[config.mk]
export PLATFORM = sky130hd
export DESIGN_NAME = best_fit_free_block_cache_flat
export DESIGN_NICKNAME = d
export VERILOG_FILES = /design/src/sv/bfc_pkg.sv /design/src/sv/bfc_if.sv /design/src/sv/bfc_cell.sv /design/src/sv/best_fit_free_block_cache.sv /design/src/flat_wrapper.sv
export SDC_FILE = /design/constraint.sdc
export NUM_CORES = 2
export LEC_CHECK = 0
export BUFFER_PORTS_ARGS = -buffer_cell sky130_fd_sc_hd__buf_2
export CORE_MARGIN = 4
export CORE_UTILIZATION = 59
export CTS_CLUSTER_SIZE = 14
export DETAILED_ROUTE_END_ITERATION = 8
export PLACE_DENSITY = 0.78
export SYNTH_ARGS = -nofsm -noshare
export SYNTH_HDL_FRONTEND = slang
export SYNTH_HIERARCHICAL = 1
export SYNTH_SLANG_ARGS = --single-unit
[constraint.sdc]
create_clock -name clk -period 4.7 [get_ports clk]
set_clock_uncertainty 0.1 [all_clocks]
set_input_delay 0.94 -clock clk [delete_from_list [all_inputs] [get_ports clk]]
set_output_delay 0.94 -clock clk [all_outputs]
set_load 0.005 [all_outputs]
[src/sv/bfc_pkg.sv]
// Shared types and constants for the best-fit free block cache.
package bfc_pkg;

	localparam int SLOTS  = 16;
	localparam int ADDR_W = 32;
	localparam int SIZE_W = 32;

	localparam logic REQ_ALLOC   = 1'b0;
	localparam logic REQ_RELEASE = 1'b1;

	typedef enum logic [1:0] {
		ST_ALLOC_HIT     = 2'd0,
		ST_ALLOC_MISS    = 2'd1,
		ST_REL_KEPT      = 2'd2,
		ST_REL_NOT_KEPT  = 2'd3
	} status_t;

	typedef struct packed {
		logic [ADDR_W-1:0] addr;
		logic [SIZE_W-1:0] size;
	} slot_t;

	typedef struct packed {
		logic              apply;
		logic              is_release;
		logic [SIZE_W-1:0] key;
		slot_t             fresh;
	} cell_cmd_t;

endpackage

[src/sv/bfc_if.sv]
// Valid/ready channel interfaces for request, response and enable register.
interface bfc_req_if;
	import bfc_pkg::*;
	logic              valid;
	logic              ready;
	logic              req_type;
	logic [ADDR_W-1:0] block_addr;
	logic [SIZE_W-1:0] block_size;
	modport source (output valid, req_type, block_addr, block_size, input ready);
	modport sink (input valid, req_type, block_addr, block_size, output ready);
endinterface

interface bfc_rsp_if;
	import bfc_pkg::*;
	logic              valid;
	logic              ready;
	logic [1:0]        status;
	logic [ADDR_W-1:0] granted_addr;
	logic              evicted_valid;
	logic [ADDR_W-1:0] evicted_addr;
	modport source (output valid, status, granted_addr, evicted_valid, evicted_addr,
		input ready);
	modport sink (input valid, status, granted_addr, evicted_valid, evicted_addr,
		output ready);
endinterface

interface bfc_cfg_if;
	logic valid;
	logic ready;
	logic data;
	modport source (output valid, data, input ready);
	modport sink (input valid, data, output ready);
endinterface

[src/sv/bfc_cell.sv]
// One table slot: compares its size against the key and shifts with its neighbors.
module bfc_cell (
	input  logic                      clk,
	input  logic                      arst_n,
	input  bfc_pkg::cell_cmd_t        cmd,
	input  bfc_pkg::slot_t            prev_slot,
	input  logic                      prev_flag,
	input  bfc_pkg::slot_t            next_slot,
	input  logic                      next_flag,
	output bfc_pkg::slot_t            slot,
	output logic                      flag,
	output logic [bfc_pkg::ADDR_W-1:0] sel_addr
);
	import bfc_pkg::*;

	slot_t slot_q;

	// release: marks entries smaller than the block; allocate: entries that fit
	assign flag = cmd.is_release ? (slot_q.size < cmd.key) : (slot_q.size >= cmd.key);

	// best fit is the last fitting entry
	assign sel_addr = (!cmd.is_release && flag && !next_flag) ? slot_q.addr : '0;
	assign slot = slot_q;

	always_ff @(posedge clk or negedge arst_n) begin
		if (!arst_n) begin
			slot_q <= '0;
		end else if (cmd.apply) begin
			if (cmd.is_release) begin
				if (flag && !prev_flag) begin
					slot_q <= cmd.fresh;
				end else if (flag) begin
					slot_q <= prev_slot;
				end
			end else if (!next_flag) begin
				slot_q <= next_slot;
			end
		end
	end

endmodule

[src/sv/best_fit_free_block_cache.sv]
// Best-fit free block cache: sorted chain of slots with allocate and release.
// The request beat loads the s1 registers; the update cycle then fills the response register.
// A new request is taken once the previous one has updated the table, also while its result waits.
// The update cycle stalls only while the response register is full and not taken.
// Reset (arst_n low) empties every slot and clears the enable register.
module best_fit_free_block_cache (
	input  logic clk,
	input  logic arst_n,
	bfc_cfg_if.sink   cfg,
	bfc_req_if.sink   req,
	bfc_rsp_if.source rsp
);
	import bfc_pkg::*;

	logic              enable_q;
	logic              busy_q;
	logic              type_s1;
	logic [ADDR_W-1:0] addr_s1;
	logic [SIZE_W-1:0] size_s1;

	logic              rsp_valid_q;
	logic [1:0]        status_q;
	logic [ADDR_W-1:0] granted_q;
	logic              evicted_valid_q;
	logic [ADDR_W-1:0] evicted_addr_q;

	slot_t             slot_w   [SLOTS];
	slot_t             prev_w   [SLOTS];
	slot_t             next_w   [SLOTS];
	logic [SLOTS-1:0]  flag_w;
	logic [SLOTS-1:0]  prev_flag_w;
	logic [SLOTS-1:0]  next_flag_w;
	logic [ADDR_W-1:0] sel_w    [SLOTS];
	logic [ADDR_W-1:0] granted_w;
	logic [SLOTS-1:0]  sel_hit_w;

	cell_cmd_t cmd;
	logic      fire;
	logic      alloc_hit;
	logic      rel_kept;

	assign cfg.ready = 1'b1;
	assign req.ready = !busy_q;

	assign fire      = busy_q && (!rsp_valid_q || rsp.ready);
	assign alloc_hit = enable_q && (type_s1 == REQ_ALLOC) && (size_s1 != '0) && flag_w[0];
	assign rel_kept  = enable_q && (type_s1 == REQ_RELEASE) && (addr_s1 != '0)
		&& flag_w[SLOTS-1];

	always_comb begin
		cmd.apply      = fire && (alloc_hit || rel_kept);
		cmd.is_release = (type_s1 == REQ_RELEASE);
		cmd.key        = size_s1;
		cmd.fresh.addr = addr_s1;
		cmd.fresh.size = size_s1;
	end

	always_comb begin
		for (int j = 0; j < SLOTS; j++) begin
			if (j == 0) begin
				prev_w[j]      = '0;
				prev_flag_w[j] = 1'b0;
			end else begin
				prev_w[j]      = slot_w[j-1];
				prev_flag_w[j] = flag_w[j-1];
			end
			if (j == SLOTS-1) begin
				next_w[j]      = '0;
				next_flag_w[j] = 1'b0;
			end else begin
				next_w[j]      = slot_w[j+1];
				next_flag_w[j] = flag_w[j+1];
			end
		end
	end

	for (genvar g = 0; g < SLOTS; g++) begin : g_cell
		bfc_cell u_cell (
			.clk       (clk),
			.arst_n    (arst_n),
			.cmd       (cmd),
			.prev_slot (prev_w[g]),
			.prev_flag (prev_flag_w[g]),
			.next_slot (next_w[g]),
			.next_flag (next_flag_w[g]),
			.slot      (slot_w[g]),
			.flag      (flag_w[g]),
			.sel_addr  (sel_w[g])
		);
	end

	always_comb begin
		granted_w = '0;
		for (int j = 0; j < SLOTS; j++) begin
			granted_w = granted_w | sel_w[j];
			sel_hit_w[j] = (type_s1 == REQ_ALLOC) && flag_w[j] && !next_flag_w[j];
		end
	end

	always_ff @(posedge clk or negedge arst_n) begin
		if (!arst_n) begin
			enable_q <= 1'b0;
		end else if (cfg.valid && cfg.ready) begin
			enable_q <= cfg.data;
		end
	end

	always_ff @(posedge clk or negedge arst_n) begin
		if (!arst_n) begin
			busy_q <= 1'b0;
		end else if (req.valid && req.ready) begin
			busy_q <= 1'b1;
		end else if (fire) begin
			busy_q <= 1'b0;
		end
	end

	always_ff @(posedge clk) begin
		if (req.valid && req.ready) begin
			type_s1 <= req.req_type;
			addr_s1 <= req.block_addr;
			size_s1 <= req.block_size;
		end
	end

	always_ff @(posedge clk or negedge arst_n) begin
		if (!arst_n) begin
			rsp_valid_q <= 1'b0;
		end else if (fire) begin
			rsp_valid_q <= 1'b1;
		end else if (rsp.ready) begin
			rsp_valid_q <= 1'b0;
		end
	end

	always_ff @(posedge clk) begin
		if (fire) begin
			evicted_valid_q <= 1'b0;
			evicted_addr_q  <= '0;
			granted_q       <= '0;
			if (type_s1 == REQ_ALLOC) begin
				status_q <= alloc_hit ? ST_ALLOC_HIT : ST_ALLOC_MISS;
				if (alloc_hit) begin
					granted_q <= granted_w;
				end
			end else begin
				status_q <= rel_kept ? ST_REL_KEPT : ST_REL_NOT_KEPT;
				if (rel_kept && slot_w[SLOTS-1].size != '0) begin
					evicted_valid_q <= 1'b1;
					evicted_addr_q  <= slot_w[SLOTS-1].addr;
				end
			end
		end
	end

	assign rsp.valid         = rsp_valid_q;
	assign rsp.status        = status_q;
	assign rsp.granted_addr  = granted_q;
	assign rsp.evicted_valid = evicted_valid_q;
	assign rsp.evicted_addr  = evicted_addr_q;

	// table stays sorted: fitting entries form a prefix, smaller entries a suffix
	a_alloc_prefix: assert property (@(posedge clk) disable iff (!arst_n)
		(busy_q && type_s1 == REQ_ALLOC) |-> (((flag_w + 1'b1) & flag_w) == '0))
		else $error("fit flags not a prefix");

	a_release_suffix: assert property (@(posedge clk) disable iff (!arst_n)
		(busy_q && type_s1 == REQ_RELEASE) |-> (((~flag_w + 1'b1) & ~flag_w) == '0))
		else $error("smaller flags not a suffix");

	a_one_best_fit: assert property (@(posedge clk) disable iff (!arst_n)
		busy_q |-> $onehot0(sel_hit_w))
		else $error("more than one best-fit slot");

	a_rsp_after_update: assert property (@(posedge clk) disable iff (!arst_n)
		$rose(rsp_valid_q) |-> $past(busy_q))
		else $error("response without an update cycle");

endmodule

[src/flat_wrapper.sv]
// flat-port wrapper written by rule: the top's interface ports become plain ports
module best_fit_free_block_cache_flat import bfc_pkg::*;
  (clk, arst_n, cfg_valid, cfg_data, cfg_ready, req_valid, req_req_type, req_block_addr, req_block_size, req_ready, rsp_valid, rsp_status, rsp_granted_addr, rsp_evicted_valid, rsp_evicted_addr, rsp_ready);
  bfc_cfg_if cfg_i ();
  bfc_req_if req_i ();
  bfc_rsp_if rsp_i ();
  input  logic clk;
  input  logic arst_n;
  input wire logic [$bits(cfg_i.valid)-1:0] cfg_valid;
  input wire logic [$bits(cfg_i.data)-1:0] cfg_data;
  output wire logic [$bits(cfg_i.ready)-1:0] cfg_ready;
  input wire logic [$bits(req_i.valid)-1:0] req_valid;
  input wire logic [$bits(req_i.req_type)-1:0] req_req_type;
  input wire logic [$bits(req_i.block_addr)-1:0] req_block_addr;
  input wire logic [$bits(req_i.block_size)-1:0] req_block_size;
  output wire logic [$bits(req_i.ready)-1:0] req_ready;
  output wire logic [$bits(rsp_i.valid)-1:0] rsp_valid;
  output wire logic [$bits(rsp_i.status)-1:0] rsp_status;
  output wire logic [$bits(rsp_i.granted_addr)-1:0] rsp_granted_addr;
  output wire logic [$bits(rsp_i.evicted_valid)-1:0] rsp_evicted_valid;
  output wire logic [$bits(rsp_i.evicted_addr)-1:0] rsp_evicted_addr;
  input wire logic [$bits(rsp_i.ready)-1:0] rsp_ready;
  assign cfg_i.valid = cfg_valid;
  assign cfg_i.data = cfg_data;
  assign cfg_ready = cfg_i.ready;
  assign req_i.valid = req_valid;
  assign req_i.req_type = req_req_type;
  assign req_i.block_addr = req_block_addr;
  assign req_i.block_size = req_block_size;
  assign req_ready = req_i.ready;
  assign rsp_valid = rsp_i.valid;
  assign rsp_status = rsp_i.status;
  assign rsp_granted_addr = rsp_i.granted_addr;
  assign rsp_evicted_valid = rsp_i.evicted_valid;
  assign rsp_evicted_addr = rsp_i.evicted_addr;
  assign rsp_i.ready = rsp_ready;
  best_fit_free_block_cache u_core (.clk(clk), .arst_n(arst_n), .cfg(cfg_i), .req(req_i), .rsp(rsp_i));
endmodule
Yosys cells after proc, flatten, opt, wreduce, memory -nomap -nowiden --
Index checks and enable logic that the tools add are counted. W data, S select, Z words.
Storage, ports and cells: bits in registers 1159, latch bits 0, RAM bits 0, ROM bits 0, output and inout port bits 70, logic and storage cells 264, memories 0
Cells by class: add/subtract/negate cells 0, multipliers 0, div/mod/pow operators 0, order comparisons 32, eq/ne operators 1, shift-type cells 0, muxes and demuxes 87, bitwise logic cells 17, reductions and logical operators 85
Operator list (number):
- $mux W64 | 47
- $ge A32 B32 Y1 | 16
- $lt A32 B32 Y1 | 16
- $mux W32 | 16
- $or A32 B32 Y32 | 15
- $reduce_bool A32 Y1 | 3
- $logic_and A1 B1 Y1 | 56
- $mux W1 | 23
- $logic_not A1 Y1 | 19
- $reduce_and A2 Y1 | 2
- $reduce_bool A2 Y1 | 2
- $logic_or A1 B1 Y1 | 2
- $mux W2 | 1
- $ne A2 B2 Y1 const B | 1
- $not A1 Y1 | 2
- $reduce_or A2 Y1 | 1

Depth between registers and ports, before layout --
word-level depth 20, gate-level depth with buffers 21, gate-level depth less buffers 18

Hierarchy --
The synthesis kept the hierarchy.
Modules (own cells, without submodules):
- bfc_cell (u_core.g_cell[0].u_cell ...) | instances 8, cells an instance 507, area an instance 4745.8 µm²
- bfc_cell (u_core.g_cell[3].u_cell ...) | instances 7, cells an instance 603, area an instance 5206.2 µm²
- best_fit_free_block_cache | instances 1, cells an instance 386, area an instance 5738.0 µm²
- bfc_cell (u_core.g_cell[2].u_cell) | instances 1, cells an instance 603, area an instance 5203.7 µm²

Worst setup path before layout --
No wires, ideal clock.
path type flip-flop to flip-flop, from reg u_core.size_s1[25], to reg u_core.g_cell[1].u_cell.slot_q (netlist bit u_core/g_cell[1].u_cell/slot[0]), library setup time 0.077 ns, data arrival time 5.062 ns, data required time 4.523 ns, path slack -0.539 ns, stages on the path, launching flop included 18, path buffers 3, clock period less this slack 5.239 ns, cell sequence edfxtp_1 inv_1 ha_1 and4_1 and3_1 a221o_1 nor3_4 nand2_1 a21oi_1 o2111ai_4 buf_6 a21oi_2 nor3b_1 clkbuf_1 clkbuf_1 and3b_1 a21oi_1 o21ai_1
RTL lines:
- start, declared | line best_fit_free_block_cache.sv:19 | logic [SIZE_W-1:0] size_s1;
- start signal, assigned | line best_fit_free_block_cache.sv:122 | size_s1 <= req.block_size;
- end signal, assigned | line bfc_cell.sv:31 | slot_q <= cmd.fresh;
- end signal, assigned | line bfc_cell.sv:33 | slot_q <= prev_slot;
- end signal, assigned | line bfc_cell.sv:36 | slot_q <= next_slot;
- end, declared | line bfc_cell.sv:16 | slot_t slot_q;

==> out/metrics.cfg <==
[floorplan]
die_area_um2 = 151000
rows = 139
die_h_um = 388
core-area_um2 = 144000
start_util_pct = 59.4
pin_count = 141
die_x_um = 388

[power_and_ir_drop]
p_leak_nw = 45.6
report.power.total_mw = 60.2
peakVddDrop_mv = 0.560
pwr_density_cell_nw_per_um2 = 626

[critical_path]
worstSetupEndpointType = register
path_delay_family = simple AND/OR/NAND/NOR gates
cp_common_cell = buf_4
cp_slowest_stage_delay_ns = 0.69
critPathBufInv = 5
path_cells = buf_4, buf_4, inv_1, ha_1, nand3_1, or4_1, nand2b_1, nand4_1, nor3_1, a21oi_4, or2_2, nor2_2, buf_12, and2_1, nor4_4, a41oi_2, buf_4
worstSetupStartpointType = register
crit_type = register to register
path_max_fanout = 32
cp.required_ns = 5.14
cp.arrival_ns = 5.13
critPathSlowestCell = nor4_4

[logic_synthesis]
synth_ff_type = dfrtp_1
synth_cell_types = 54
synth_largest_area_cell = dfrtp_1
synth_edf_count = 132
ys_async_sr_fraction_pct = 88.6
synth_top_area_share_pct = 30.1
ys_warn_count = 6
syn_avg_cell_area_um2 = 9.21
ys_seq_elements = 1159
synthCells = 9266
synth_area_leaders = dfrtp_1, ha_1, mux2i_1
syn-cell-area_um2 = 85400
ys_seq_area_share_pct = 34.8

[global_routing]
grt_usage_pct = 36.9
gr-total-overflow = 0
grt_max_degree = 171
grt_pass1_vias = 74328
grt_pass1_wl_um = 447000
antenna_found_initial = 12

[sta]
slew_violations = 0
setup_viol = 0
slew_headroom_pct = 21.3
grt_setup_unrepaired = yes
finalWorstSetupSlack_ns = 0.00527
worst_pin_slew_ns = 1.18
fin_crit_sh_pct = 99.9
clock.fmax_mhz = 213
period_minus_slack_ns = 4.69
hold_viol = 0

[flow_run]
timing.max_cap.violations = 0

[clock_network]
clockBufferDepth = 3
tritoncts = done
clock_latency_ns = 0.80
cts_buffers = 138
path_clk_slew_ns = 0.06
htreeDepth = 4
cts_sinks = 1159
hold_buffers = 0
clockRootBuffer = clkbuf_16

[placed_design]
dpl_worst_slack_ns = -0.452
dpl_cell_area_um2 = 90900
dp_hpwl_um = 206000
portBuffers = 139
globalplace.congestion = 0.984

[routing]
drc = 0
via_count = 77785
vias_per_cell = 6.79
drt.antenna.violating_nets = 0
drt-initial-drc-count = 9871
wl_per_cell_um = 25.2
drt-total-wl_um = 289000
dr.pass1.iters = 8

[hold_path]
hold_path.class = primary input to async pin

[finish]
stdcell_area_um2 = 96200
final_cell_mix = dfrtp_1, a21oi_1, nand2_1, nor2_1, nor3b_1
post_route_cells_drive_above_1_share_pct = 14.0
final_nets = 10031
final_util_pct = 67.0
layout_commonest_cell = dfrtp_1
syn2layout_area_growth_pct = 12.8

[run_status]
status = finished clean

through the flow:
step / setup TNS [ns] / hold slack, ns / cells
final: 0 / 0.0794 / 11463
after CTS: 0 / 0.102 / 11452
after global placement: -3.04 / 0.389 / 11199
after global routing: -0.0937 / 0.113 / 11461
after floorplan: -2.37 / 0.377 / 9396
after detailed placement: -14.52 / 0.400 / 11199
synthesized netlist by cell type (17+ instances only):
master,count
dfrtp_1,1027
a21oi_1,680
nand2_1,603
nor2_1,589
nor3b_1,560
inv_1,530
and3b_1,520
o31ai_1,520
and2_1,513
ha_1,512
mux2i_1,512
o21ai_1,512
clkbuf_1,385
a221oi_1,264
a221oi_2,248
buf_2,247
nor4_1,152
edfxtp_1,132
buf_6,107
nand4_1,94
a21o_1,56
nor3_1,56
a41oi_1,40
nand3_1,40
o21ai_0,40
and4_1,32
a41o_1,24
and3_1,24
o211ai_1,24
buf_1,23
nor2b_1,17
cell type report:
cell class,instances,area (um2)
sequential,1159,29700
inverter,530,1990
tap,1903,2380
fill,11200,47400
antenna,2,5.00
clock buffer,204,4010
timing repair buffer,686,6330
multi-input combinational,6933,51300
clock inverter,46,528
cells by family after synthesis:
group,share of synthesized area (%)
simple gates,22.8
compound gates,21.7
buf+inv,7.13
flops,34.8
mux,6.02
fa+ha+maj,7.51
other cells,0.00880
layer usage:
layer	GRT usage (%)	wire [um]
met5	0	204
met4	12.1	9780
met3	13.6	39400
met2	51.4	118000
met1	52.8	121000
power breakdown:
| group | internal (mW) | total (mW) | switching [mW] | leakage, nW |
|---|---|---|---|---|
| clock network | 6.33 | 10.9 | 4.60 | 2.23 |
| logic | 11.9 | 29.6 | 17.6 | 28.8 |
| registers | 14.2 | 19.7 | 5.53 | 14.6 |
| total | 32.5 | 60.2 | 27.8 | 45.6 |
flip-flops by register name, indices dropped and copies added, names as in the netlist:
| name | cells |
|---|---|
| u_core/rsp.valid | 1 |
| u_core/enable_q | 1 |
| u_core/addr_s1 | 32 |
| u_core/size_s1 | 32 |
| u_core/rsp.evicted_valid | 1 |
| u_core/rsp.status | 2 |
| u_core/g_cell.u_cell/slot | 1024 |
| u_core/type_s1 | 1 |
| u_core/rsp.evicted_addr | 32 |
| u_core/rsp.granted_addr | 32 |
| u_core/busy_q | 1 |
final timing paths:
| kind | slack, ns | cells after the start | from | end |
|---|---|---|---|---|
| worst min-delay path | 0.08 | 1 | arst_n | u_core/g_cell[15].u_cell/slot[21] |
| worst max-delay path | 0.005 | 17 | u_core/size_s1[31] | u_core/rsp.granted_addr[29] |
| min in group clk | 0.21 | 1 | req_block_addr[13] | u_core/addr_s1[13] |
| worst min register to register | 0.41 | 2 | u_core/rsp.valid | u_core/rsp.valid |
| max in group asynchronous | 3.17 | 3 | arst_n | u_core/g_cell[15].u_cell/slot[14] |
| worst max register to register | 0.005 | 17 | u_core/size_s1[31] | u_core/rsp.granted_addr[29] |
timing repair:
action                     4_1_cts  5_1_grt
gates cloned                     1        4
pin swaps                        1        4
setup endpoints to repair      622      643
buffers inserted                 2        4
resized for setup               30       71
(Power assumes the default switching activity.)
